$ cat src/rtl/rne_pkg.sv
package rne_pkg;

  localparam int unsigned ValueW      = 32;
  localparam int unsigned LetterW     = 8;
  localparam int unsigned WeightW     = 13;
  localparam int unsigned RemW        = WeightW + 1;
  localparam int unsigned NumStages   = 7;
  localparam int unsigned StageW      = 3;
  localparam int unsigned MaxResults  = 12;
  localparam int unsigned CountW      = $clog2(MaxResults + 1);
  localparam int unsigned DefMaxValue = 3999;

  typedef enum logic [2:0] {
    OP_IDLE,
    OP_LOAD,
    OP_SPECIAL,
    OP_GREEDY,
    OP_SKIP,
    OP_SUB_FIRST,
    OP_SUB_NEXT,
    OP_SUB_CLOSE
  } rne_op_e;

  typedef struct packed {
    rne_op_e op;
    logic    last;
  } rne_cmd_t;

  typedef struct packed {
    logic out_free;
    logic in_empty;
    logic in_big;
    logic can_greedy;
    logic can_sub;
    logic greedy_zero;
    logic rem_neg;
    logic rem_zero;
  } rne_stat_t;

  function automatic logic [WeightW-1:0] numeral_weight(input logic [StageW-1:0] s);
    logic [WeightW-1:0] w;
    case (s)
      3'd0:    w = WeightW'(1);
      3'd1:    w = WeightW'(5);
      3'd2:    w = WeightW'(10);
      3'd3:    w = WeightW'(50);
      3'd4:    w = WeightW'(100);
      3'd5:    w = WeightW'(500);
      3'd6:    w = WeightW'(1000);
      default: w = WeightW'(1);
    endcase
    return w;
  endfunction

  function automatic logic [LetterW-1:0] numeral_letter(input logic [StageW-1:0] s);
    logic [LetterW-1:0] c;
    case (s)
      3'd0:    c = "I";
      3'd1:    c = "V";
      3'd2:    c = "X";
      3'd3:    c = "L";
      3'd4:    c = "C";
      3'd5:    c = "D";
      3'd6:    c = "M";
      default: c = "I";
    endcase
    return c;
  endfunction

  function automatic logic [StageW-1:0] numeral_sub(input logic [StageW-1:0] s);
    logic [StageW-1:0] b;
    case (s)
      3'd3, 3'd4: b = StageW'(2);
      3'd5, 3'd6: b = StageW'(4);
      default:    b = StageW'(0);
    endcase
    return b;
  endfunction

endpackage

$ cat src/rtl/rne_datapath.sv
module rne_datapath import rne_pkg::*; #(
  parameter int unsigned MaxValue = DefMaxValue
) (
  input  logic                clk_i,
  input  logic                rst_ni,
  input  logic [ValueW-1:0]   value_i,
  input  rne_cmd_t            cmd_i,
  output rne_stat_t           stat_o,
  output logic                out_valid_o,
  input  logic                out_ready_i,
  output logic [LetterW-1:0]  letter_o,
  output logic                empty_res_o,
  output logic                too_large_o,
  output logic                last_o
);

  logic signed [RemW-1:0]  rem_q, rem_d;
  logic [StageW-1:0]       stage_q, stage_d;
  logic                    out_valid_q, out_valid_d;
  logic [LetterW-1:0]      letter_q, letter_d;
  logic                    empty_q, empty_d;
  logic                    big_q, big_d;
  logic                    last_q, last_d;

  logic [StageW-1:0]       sub_idx;
  logic signed [RemW-1:0]  wt, sw, thr, rem_minus_w;
  logic                    in_empty;

  assign sub_idx     = numeral_sub(stage_q);
  assign wt          = $signed({1'b0, numeral_weight(stage_q)});
  assign sw          = $signed({1'b0, numeral_weight(sub_idx)});
  assign thr         = wt - (sw <<< 1);
  assign rem_minus_w = rem_q - wt;

  assign in_empty = value_i[ValueW-1] || (value_i == '0);

  assign stat_o.out_free    = !out_valid_q || out_ready_i;
  assign stat_o.in_empty    = in_empty;
  assign stat_o.in_big      = !in_empty && ($signed(value_i) > $signed(ValueW'(MaxValue)));
  assign stat_o.can_greedy  = rem_q >= wt;
  assign stat_o.can_sub     = (stage_q != '0) && (rem_q >= thr);
  assign stat_o.greedy_zero = rem_minus_w == '0;
  assign stat_o.rem_neg     = rem_q[RemW-1];
  assign stat_o.rem_zero    = rem_q == '0;

  always_comb begin
    rem_d       = rem_q;
    stage_d     = stage_q;
    out_valid_d = out_valid_q && !out_ready_i;
    letter_d    = letter_q;
    empty_d     = empty_q;
    big_d       = big_q;
    last_d      = last_q;
    case (cmd_i.op)
      OP_LOAD: begin
        rem_d   = $signed({1'b0, value_i[WeightW-1:0]});
        stage_d = StageW'(NumStages - 1);
      end
      OP_SPECIAL: begin
        out_valid_d = 1'b1;
        letter_d    = '0;
        empty_d     = stat_o.in_empty;
        big_d       = stat_o.in_big;
        last_d      = 1'b1;
      end
      OP_GREEDY: begin
        rem_d       = rem_minus_w;
        out_valid_d = 1'b1;
        letter_d    = numeral_letter(stage_q);
        empty_d     = 1'b0;
        big_d       = 1'b0;
        last_d      = cmd_i.last;
      end
      OP_SKIP: begin
        stage_d = stage_q - 1'b1;
      end
      OP_SUB_FIRST: begin
        // Take the numeral once more and repay the first subtractor at once.
        rem_d       = rem_minus_w + sw;
        out_valid_d = 1'b1;
        letter_d    = numeral_letter(sub_idx);
        empty_d     = 1'b0;
        big_d       = 1'b0;
        last_d      = cmd_i.last;
      end
      OP_SUB_NEXT: begin
        rem_d       = rem_q + sw;
        out_valid_d = 1'b1;
        letter_d    = numeral_letter(sub_idx);
        empty_d     = 1'b0;
        big_d       = 1'b0;
        last_d      = cmd_i.last;
      end
      OP_SUB_CLOSE: begin
        stage_d     = stage_q - 1'b1;
        out_valid_d = 1'b1;
        letter_d    = numeral_letter(stage_q);
        empty_d     = 1'b0;
        big_d       = 1'b0;
        last_d      = cmd_i.last;
      end
      default: begin
      end
    endcase
  end

  always_ff @(posedge clk_i or negedge rst_ni) begin
    if (!rst_ni) begin
      out_valid_q <= 1'b0;
      rem_q       <= '0;
      stage_q     <= '0;
    end else begin
      out_valid_q <= out_valid_d;
      rem_q       <= rem_d;
      stage_q     <= stage_d;
    end
  end

  always_ff @(posedge clk_i) begin
    letter_q <= letter_d;
    empty_q  <= empty_d;
    big_q    <= big_d;
    last_q   <= last_d;
  end

  assign out_valid_o = out_valid_q;
  assign letter_o    = letter_q;
  assign empty_res_o = empty_q;
  assign too_large_o = big_q;
  assign last_o      = last_q;

endmodule

$ cat src/rtl/rne_ctrl.sv
module rne_ctrl import rne_pkg::*; (
  input  logic      clk_i,
  input  logic      rst_ni,
  input  logic      in_valid_i,
  output logic      in_ready_o,
  input  rne_stat_t stat_i,
  output rne_cmd_t  cmd_o
);

  typedef enum logic [1:0] {
    ST_IDLE,
    ST_WALK,
    ST_SUB
  } state_e;

  state_e            state_q, state_d;
  logic [CountW-1:0] cnt_q, cnt_d;
  logic              cnt_full;

  assign cnt_full   = cnt_q == CountW'(MaxResults - 1);
  assign in_ready_o = (state_q == ST_IDLE) && stat_i.out_free;

  always_comb begin
    state_d    = state_q;
    cnt_d      = cnt_q;
    cmd_o.op   = OP_IDLE;
    cmd_o.last = 1'b0;
    case (state_q)
      ST_IDLE: begin
        if (in_valid_i && in_ready_o) begin
          if (stat_i.in_empty || stat_i.in_big) begin
            cmd_o.op   = OP_SPECIAL;
            cmd_o.last = 1'b1;
          end else begin
            cmd_o.op = OP_LOAD;
            cnt_d    = '0;
            state_d  = ST_WALK;
          end
        end
      end
      ST_WALK: begin
        if (stat_i.can_greedy) begin
          if (stat_i.out_free) begin
            cmd_o.op   = OP_GREEDY;
            cmd_o.last = stat_i.greedy_zero || cnt_full;
            cnt_d      = cnt_q + 1'b1;
            if (cmd_o.last) begin
              state_d = ST_IDLE;
            end
          end
        end else if (stat_i.can_sub) begin
          if (stat_i.out_free) begin
            cmd_o.op   = OP_SUB_FIRST;
            cmd_o.last = cnt_full;
            cnt_d      = cnt_q + 1'b1;
            state_d    = cnt_full ? ST_IDLE : ST_SUB;
          end
        end else begin
          cmd_o.op = OP_SKIP;
        end
      end
      ST_SUB: begin
        if (stat_i.out_free) begin
          cnt_d = cnt_q + 1'b1;
          if (stat_i.rem_neg) begin
            cmd_o.op   = OP_SUB_NEXT;
            cmd_o.last = cnt_full;
          end else begin
            // The numeral closes the group; the run ends if nothing is left.
            cmd_o.op   = OP_SUB_CLOSE;
            cmd_o.last = cnt_full || stat_i.rem_zero;
            state_d    = ST_WALK;
          end
          if (cmd_o.last) begin
            state_d = ST_IDLE;
          end
        end
      end
      default: begin
        state_d = ST_IDLE;
      end
    endcase
  end

  always_ff @(posedge clk_i or negedge rst_ni) begin
    if (!rst_ni) begin
      state_q <= ST_IDLE;
      cnt_q   <= '0;
    end else begin
      state_q <= state_d;
      cnt_q   <= cnt_d;
    end
  end

endmodule

$ cat src/rtl/integer_to_roman_numeral_encoder_core.sv
// Channel | Signals                        | Direction | Beat
// in      | in_valid_i, in_ready_o         | input     | value_i
// out     | out_valid_o, out_ready_i       | output    | letter_o, empty_res_o,
//         |                                |           | too_large_o, last_o
//
// A value is loaded, then the walk emits its letters one by one and steps down through the
// smaller numerals; a step that does not close a subtractor group (at most six) emits no
// letter. The letter walk is a single shared subtract-and-compare unit stepped by the
// controller. Zero, negative and too-large values give one flagged beat, offered in the
// cycle after the accept, with no walk.
// rst_ni clears the controller and the output valid; a stalled output beat holds the letter steps, not the steps down.
module integer_to_roman_numeral_encoder_core import rne_pkg::*; #(
  parameter int unsigned MaxValue = DefMaxValue
) (
  input  logic               clk_i,
  input  logic               rst_ni,
  input  logic               in_valid_i,
  output logic               in_ready_o,
  input  logic [ValueW-1:0]  value_i,
  output logic               out_valid_o,
  input  logic               out_ready_i,
  output logic [LetterW-1:0] letter_o,
  output logic               empty_res_o,
  output logic               too_large_o,
  output logic               last_o
);

  rne_cmd_t  cmd;
  rne_stat_t stat;

  rne_ctrl u_ctrl (
    .clk_i      (clk_i),
    .rst_ni     (rst_ni),
    .in_valid_i (in_valid_i),
    .in_ready_o (in_ready_o),
    .stat_i     (stat),
    .cmd_o      (cmd)
  );

  rne_datapath #(
    .MaxValue (MaxValue)
  ) u_datapath (
    .clk_i       (clk_i),
    .rst_ni      (rst_ni),
    .value_i     (value_i),
    .cmd_i       (cmd),
    .stat_o      (stat),
    .out_valid_o (out_valid_o),
    .out_ready_i (out_ready_i),
    .letter_o    (letter_o),
    .empty_res_o (empty_res_o),
    .too_large_o (too_large_o),
    .last_o      (last_o)
  );

endmodule

$ cat config.mk
export PLATFORM = sky130hd
export DESIGN_NAME = integer_to_roman_numeral_encoder_core
export DESIGN_NICKNAME = d
export VERILOG_FILES = /design/src/rtl/rne_pkg.sv /design/src/rtl/rne_datapath.sv /design/src/rtl/rne_ctrl.sv /design/src/rtl/integer_to_roman_numeral_encoder_core.sv
export SDC_FILE = /design/constraint.sdc
export NUM_CORES = 1
export LEC_CHECK = 0
export BUFFER_PORTS_ARGS = -buffer_cell sky130_fd_sc_hd__buf_4
export CAP_MARGIN = 25
export CORE_MARGIN = 5
export CORE_UTILIZATION = 40
export DETAILED_ROUTE_END_ITERATION = 8
export PLACE_DENSITY = 0.7
export SYNTH_ARGS = -nofsm -noshare
export SYNTH_HDL_FRONTEND = slang
export SYNTH_SLANG_ARGS = --single-unit
export TNS_END_PERCENT = 50
$ cat constraint.sdc
create_clock -name clk_i -period 9.65 [get_ports clk_i]
set_input_delay 0 -clock clk_i [delete_from_list [all_inputs] [get_ports clk_i]]
set_output_delay 0 -clock clk_i [all_outputs]
set_load 0.05 [all_outputs]
# After elaboration in Yosys (flattened, before gate mapping)
# Index checks and enable logic that the tools add are counted.
# Widths: inputs -> output; s select.
dict set report word_totals {
  reg_bits 35
  ramBits 0
  wordCells 122
  in_bits 36
  romBits 0
  latchBits 0
  out_inout_bits 13
  mem_count 0
}
dict set report op_classes {
  eq_ne 29
  n_lt_le_gt_ge 3
  n_div 0
  n_bitwise 0
  n_mux 43
  add_sub_neg 6
  reduce_logical 32
  multipliers 0
  shift 0
}
# operator count
set op_table {}
lappend op_table {{$pmux 10 s6} 2}
lappend op_table {{$pmux 5 s6} 2}
lappend op_table {{$pmux 14 s4} 1}
lappend op_table {{$mux 4} 11}
lappend op_table {{$gt 32x13->1 const B} 1}
lappend op_table {{$logic_not 32->1} 1}
lappend op_table {{$eq 3x3->1 const B} 10}
lappend op_table {{$add 14x11->14} 2}
lappend op_table {{$logic_not 14->1} 2}
lappend op_table {{$mux 2} 13}
lappend op_table {{$pmux 4 s3} 2}
lappend op_table {{$pmux 8 s3} 1}
lappend op_table {{$eq 3x2->1 const B} 6}
lappend op_table {{$ge 14x11->1} 1}
lappend op_table {{$ge 14x14->1} 1}
lappend op_table {{$sub 14x11->14} 1}
lappend op_table {{$pmux 3 s2} 2}
lappend op_table {{$sub 10x11->12} 1}
lappend op_table {{$reduce_or 2->1} 5}
lappend op_table {{$eq 3x1->1 const B} 3}
lappend op_table {{$reduce_bool 3->1} 3}
lappend op_table {{$reduce_and 7->1} 1}
lappend op_table {{$mux 3} 2}
lappend op_table {{$ne 3x3->1 const B} 2}
lappend op_table {{other kinds (20)} 37}

# Logic depth before layout (Yosys ltp)
dict set report logic_depth {
  depth_word 14
  ltp_mapped 40
  depth_no_buf 36
}

# Hierarchy
# From an unflattened synthesis, not the netlist that was laid out.
dict set report hier_totals {
  hier_cells 561
  hier_area_um2 4370.4
}
# mod seq_area_each_um2 instances area_per_inst_um2 cells_each
set modules_own_cells {}
lappend modules_own_cells {rne_datapath 720.7 1 3764.9 493}
lappend modules_own_cells {rne_ctrl 150.1 1 605.6 68}

# Worst setup path before layout
# No wires, ideal clock.
dict set report synth_path {
  path_kind {reg2reg}
  startpoint {reg u_datapath.stage_q[1]}
  endpoint {reg u_datapath.rem_q[8]}
  setup_time_ps 142
  period_less_slack_ps 6854
  path_stages_with_launch 37
  path_buffers 4
  t_required_ps 9508
  arrival_ps 6712
  slack_ps 2796
  cell_sequence {dfrtp_1 -> inv_1 -> ha_1 -> clkbuf_1 -> o21ai_2 -> inv_1 -> a21oi_1 -> inv_1 -> nor2_2 -> o21ai_0 -> ha_1 -> o21a_1 -> o21ai_0 -> nand2_1 -> a21o_1 -> a221o_1 -> ha_1 -> nor3b_1 -> o21ai_0 -> a221o_1 -> and2_1 -> buf_6 -> a22o_1 -> buf_6 -> nor2_1 -> clkbuf_1 -> o21ai_0 -> ha_1 -> fa_1 -> a21o_1 -> a21oi_1 -> nor2b_1 -> o21ai_2 -> nand2b_1 -> a21boi_0 -> xor2_1 -> o221ai_1}
}
dict set report synth_between {
  elab_chain_cells 13
  elab_cells_between_ends 34
  classes_between {add/sub: 4; order compare: 2; eq/ne: 16; mux: 7; reduce/logical: 5}
}
# element line_no
set synth_rtl {}
lappend synth_rtl {{start, declared} rne_datapath.sv:18} ;# logic [StageW-1:0] stage_q, stage_d;
lappend synth_rtl {{start signal, assigned} rne_datapath.sv:115} ;# stage_q <= stage_d;
lappend synth_rtl {{$eq 3x3->1 or $eq 3x2->1 (tied branches)} {rne_pkg.sv:42, rne_pkg.sv:72}}
lappend synth_rtl {{$reduce_or 2->1} rne_pkg.sv:72} ;# case (s)
lappend synth_rtl {{$pmux 3 s2} rne_pkg.sv:72}
lappend synth_rtl {{$eq 3x3->1, or another cell as far along} rne_pkg.sv:42} ;# case (s)
lappend synth_rtl {{$pmux 10 s6} rne_pkg.sv:42}
lappend synth_rtl {{$sub 10x11->12} rne_datapath.sv:32} ;# assign thr = wt - (sw <<< 1);
lappend synth_rtl {{$ge 14x14->1} rne_datapath.sv:41} ;# assign stat_o.can_sub = (stage_q != '0) && (rem_q >= thr);
lappend synth_rtl {{$logic_and 1x1->1} rne_datapath.sv:41}
lappend synth_rtl {{$mux 3} rne_ctrl.sv:51} ;# end else if (stat_i.can_sub) begin
lappend synth_rtl {{$mux 4} rne_ctrl.sv:42} ;# if (stat_i.can_greedy) begin
lappend synth_rtl {{$pmux 4 s3} rne_ctrl.sv:28} ;# case (state_q)
lappend synth_rtl {{$eq 3x3->1, or another cell as far along} rne_datapath.sv:54} ;# case (cmd_i.op)
lappend synth_rtl {{$pmux 14 s4 or $reduce_bool 4->1 (tied branches)} --}
lappend synth_rtl {{end signal, assigned} rne_datapath.sv:114} ;# rem_q <= rem_d;
lappend synth_rtl {{end, declared} rne_datapath.sv:17} ;# logic signed [RemW-1:0] rem_q, rem_d;
# Parallel ways exist; a longest one is shown, timed or not.
# A chain may end at the register's enable or synchronous reset.

# Worst setup path after layout
dict set report layout_path {
  startpoint {reg u_datapath.stage_q[1]}
  endpoint {reg u_datapath.rem_q[11]}
}
# The elaborated chain is that of the path after synthesis.

==> results.txt <==
----------------------------------------------------
[Run status]
  Result of the run ... finished, final reports clean

[Clock tree]
  H-tree Lvls ... 2
  # Post-CTS Setup Buffers ... 0
  Cell at the root of the clock tree ... sky130_fd_sc_hd__clkbuf_8
  CTS tree ... done
  TritonCTS buffer count ... 5
  Clock Tree Buf Depth ... 2
  Clock transition at the register clock pins on the worst setup and hold paths after CTS ... 0.08 ns
  Worst-Skew Late Latency ... 0.30 ns
  Count of cells resized by post-cts repair ... 0
  Clock net sink count ... 33

[Placement]
  Routability cong. ... between 0.9 and 1
  Total placed cells including tap cells ... roughly 670
  Number of buffers added on ports ... 46
  HPWL Detailed ... 9876 um

[Synth]
  Synth warnings ... 0
  Portion of the post-synthesis area used by sequential elements ... approximately 22%
  Share of flip-flops with an asynchronous set or reset ... 72.73%
  Flip-flop and latch count after synthesis ... 33
  Mapped cell area ... 4024 um^2
  Number of synthesized flops with an enable pin ... 9
  Mean post-synth cell area ... about 7.9 um^2
  Netlist cell types ... 65
  Gate count after technology mapping ... 507
  Top FF cell, synth ... sky130_fd_sc_hd__dfrtp_1

[Layout]
  Fraction of the core area covered by cells at the end of the flow ... 46.58%
  NumNets Final ... approximately 640
  Share of post-route cells with drive strength above 1 ... 14.03%
  Post-layout instance count excluding filler cells ... 682
  Area growth, synth to finish ... 13.15%
  Count of fill cells added during filler insertion ... 960
  Antenna diode instance count ... 0

[Detailed routing]
  Vias post-DR ... about 4,000
  Number of design rule violations left after detail routing ... 0
  Vias/cell ... between 5 and 6
  Average routed wire per standard cell ... between 15 and 20 um
  First-iteration detailed-routing DRC count ... 233
  Count of nets left with antenna violations after detail routing ... 0
  Routed WL ... roughly 12,000 um
  Detailed-router iteration count before antenna repair ... 5

[Die]
  Number of standard-cell rows in the floorplan ... 36
  Die width ... 110.3 um
  Core Footprint ... 9774 um^2
  Die Height ... ~110 um
  Die area ... 12,170 um^2
  Initial Util ... 41.17%
  Number of primary I/O pins ... 49

[Critical path]
  Critical path type ... reg -> reg
  Kind of launch point of the worst setup path ... register
  Critical Path End Type ... register
  Critical Path Most Common Cell ... sky130_fd_sc_hd__o21ai_0
  Crit-path slowest cell ... sky130_fd_sc_hd__nor2_1
  Worst EP arrival ... 8.25 ns
  Delay contributed by the slowest stage of the critical path ... 0.67 ns
  Required time at the worst-slack endpoint ... 9.87 ns
  Highest fanout seen on the critical path ... 13

[Global routing]
  Global Route met2 Usage ... 33.58%
  Met1 Use GR ... 29.23%
  Most used routing layer in global routing ... met2
  M3 GR Usage ... 2.854%
  Wire length of the first global-routing pass ... 19,710 um
  Overall Global Routing Usage ... 21.14%
  Pin count of the biggest net entering global routing ... 25
  Via count of the first global-routing pass ... between 3,000 and 4,000
  Total congestion overflow after global routing ... 0
  Number of antenna violations at the first check in global routing ... 0

[Timing]
  Maximum clock frequency ... 124.6 MHz
  Min Hold Slack ... 0.02067 ns
  Actual transition at the worst max-transition pin ... ~0.8 ns
  Max-Slew Margin vs Limit ... around 47%
  Final setup vio count ... 0
  Worst clock skew ... 0.01334 ns
  Unrepaired setup endpoints after global routing ... no
  Number of max-slew violations in the final report ... 0
  Final worst-path cycle share ... 83.15%
  Post-layout min period ... around 8 ns
  Number of hold-slack violations in the final timing report ... 0
  Aggregate negative setup slack ... 0 ns

[Flow run]
  Maximum Capacitance Violations ... 0

[Min path]
  Worst hold path type ... in -> reg

----------------------------------------------------
registers in the layout, indices dropped and copies added (netlist names):
signal / count
u_datapath.stage_q: 3
u_datapath.too_large_o: 1
u_datapath.empty_res_o: 1
u_ctrl.cnt_q: 4
u_datapath.letter_o: 6
u_ctrl.state_q: 2
u_datapath.rem_q: 14
u_datapath.last_o: 1
u_datapath.out_valid_o: 1
worst paths after layout:
check                                      startpoint                     end  slack, ns  depth (start not counted)
worst max-delay path            u_datapath.stage_q[1]    u_datapath.rem_q[11]       1.63                         35
worst min-delay path                      value_i[31]  u_datapath.too_large_o       0.02                          2
worst max register to register  u_datapath.stage_q[1]    u_datapath.rem_q[11]       1.63                         35
worst min register to register        u_ctrl.cnt_q[1]         u_ctrl.cnt_q[1]       0.52                          2
max in group asynchronous                      rst_ni   u_datapath.stage_q[0]       9.21                          2
min in group asynchronous                      rst_ni    u_datapath.rem_q[12]       0.16                          2
cell type report:
class | instances | area [um^2] | area share (%)
inverter | 29 | 108.9 | 2.391
timing repair buffer | 47 | 355.3 | 7.804
clock inverter | 3 | 17.52 | 0.3847
sequential | 33 | 870.8 | 19.13
multi-input combinational | 432 | 2965 | 65.13
tap | 133 | 166.4 | 3.655
clock buffer | 5 | 68.82 | 1.511
metal layers:
layer / wire (um) / vias up
li1: - / 1932
met1: 5568 / 1852
met2: 5650 / 154
met3: 726 / 33
met4: 398 / 0
met5: 0 / -
cell usage after synthesis (4+ instances only):
master / instances / area, um^2
sky130_fd_sc_hd__a211oi_1: 4 / 30.03
sky130_fd_sc_hd__a21o_1: 9 / 67.56
sky130_fd_sc_hd__a21oi_1: 43 / 215.2
sky130_fd_sc_hd__a31oi_1: 7 / 43.79
sky130_fd_sc_hd__and2_1: 5 / 31.28
sky130_fd_sc_hd__clkbuf_1: 9 / 33.78
sky130_fd_sc_hd__dfrtp_1: 24 / 600.6
sky130_fd_sc_hd__edfxtp_1: 9 / 270.3
sky130_fd_sc_hd__ha_1: 50 / 625.6
sky130_fd_sc_hd__inv_1: 29 / 108.9
sky130_fd_sc_hd__mux2i_1: 5 / 50.05
sky130_fd_sc_hd__nand2_1: 69 / 259.0
sky130_fd_sc_hd__nand2b_1: 8 / 50.05
sky130_fd_sc_hd__nand3_1: 10 / 50.05
sky130_fd_sc_hd__nand4_1: 8 / 50.05
sky130_fd_sc_hd__nor2_1: 41 / 153.9
sky130_fd_sc_hd__nor2b_1: 6 / 37.54
sky130_fd_sc_hd__nor3_1: 6 / 30.03
sky130_fd_sc_hd__nor4_1: 10 / 62.56
sky130_fd_sc_hd__o211ai_1: 4 / 30.03
sky130_fd_sc_hd__o21a_1: 4 / 30.03
sky130_fd_sc_hd__o21ai_0: 30 / 150.1
sky130_fd_sc_hd__o221ai_1: 6 / 52.55
sky130_fd_sc_hd__o22a_1: 4 / 35.03
sky130_fd_sc_hd__o22ai_1: 7 / 43.79
sky130_fd_sc_hd__or3_1: 5 / 31.28
sky130_fd_sc_hd__xnor2_1: 21 / 183.9
sky130_fd_sc_hd__xor2_1: 8 / 70.07
cell usage in the layout, fill, tap and decap left out, drive strengths merged, types with 10 or more instances in the layout:
cell type   n
a21oi      45
buf        46
dfrtp      24
ha         50
inv        29
nand2      69
nand3      10
nand4      10
nor2       44
nor4       10
o21ai      36
xnor2      21
timing repair:
action	CTS	global route
hold endpoints to repair	24	0
hold buffers	1	0
endpoints found under the setup margin	0	0
worst max-delay path, delay by kind of cell, from the launching register on:
| kind | cells | cell delay (ns) |
|---|---|---|
| flip-flops | 1 | 0.44 |
| multiplexers | 1 | 0.08 |
| XOR/XNOR | 1 | 0.16 |
| adder cells (fa/ha/maj) | 4 | 1.16 |
| AO/OA/AOI/OAI | 16 | 3.65 |
| AND/OR/NAND/NOR | 10 | 1.94 |
| buffers and inverters | 3 | 0.47 |
cells by family after synthesis:
family,share of synthesized area (%)
muxes,1.803
xor gates and xnor gates,6.312
AOI/OAI and AO/OA,26.03
adders and majority gates,16.54
and+or+nand+nor,22.82
DFF,21.64
buffers and inverters,4.757
other,0.09319
per-stage QoR:
stage,cell area [um^2],setup slack (ns)
2_1_floorplan,4028,2.796
3_3_place_gp,4457,2.164
3_5_place_dp,4457,1.780
4_1_cts,4553,1.747
5_1_grt,4553,1.007
6_report,4553,1.626
Power is not shown: default switching activity piles up to over one toggle a cycle in this logic, so the estimate is an artifact.
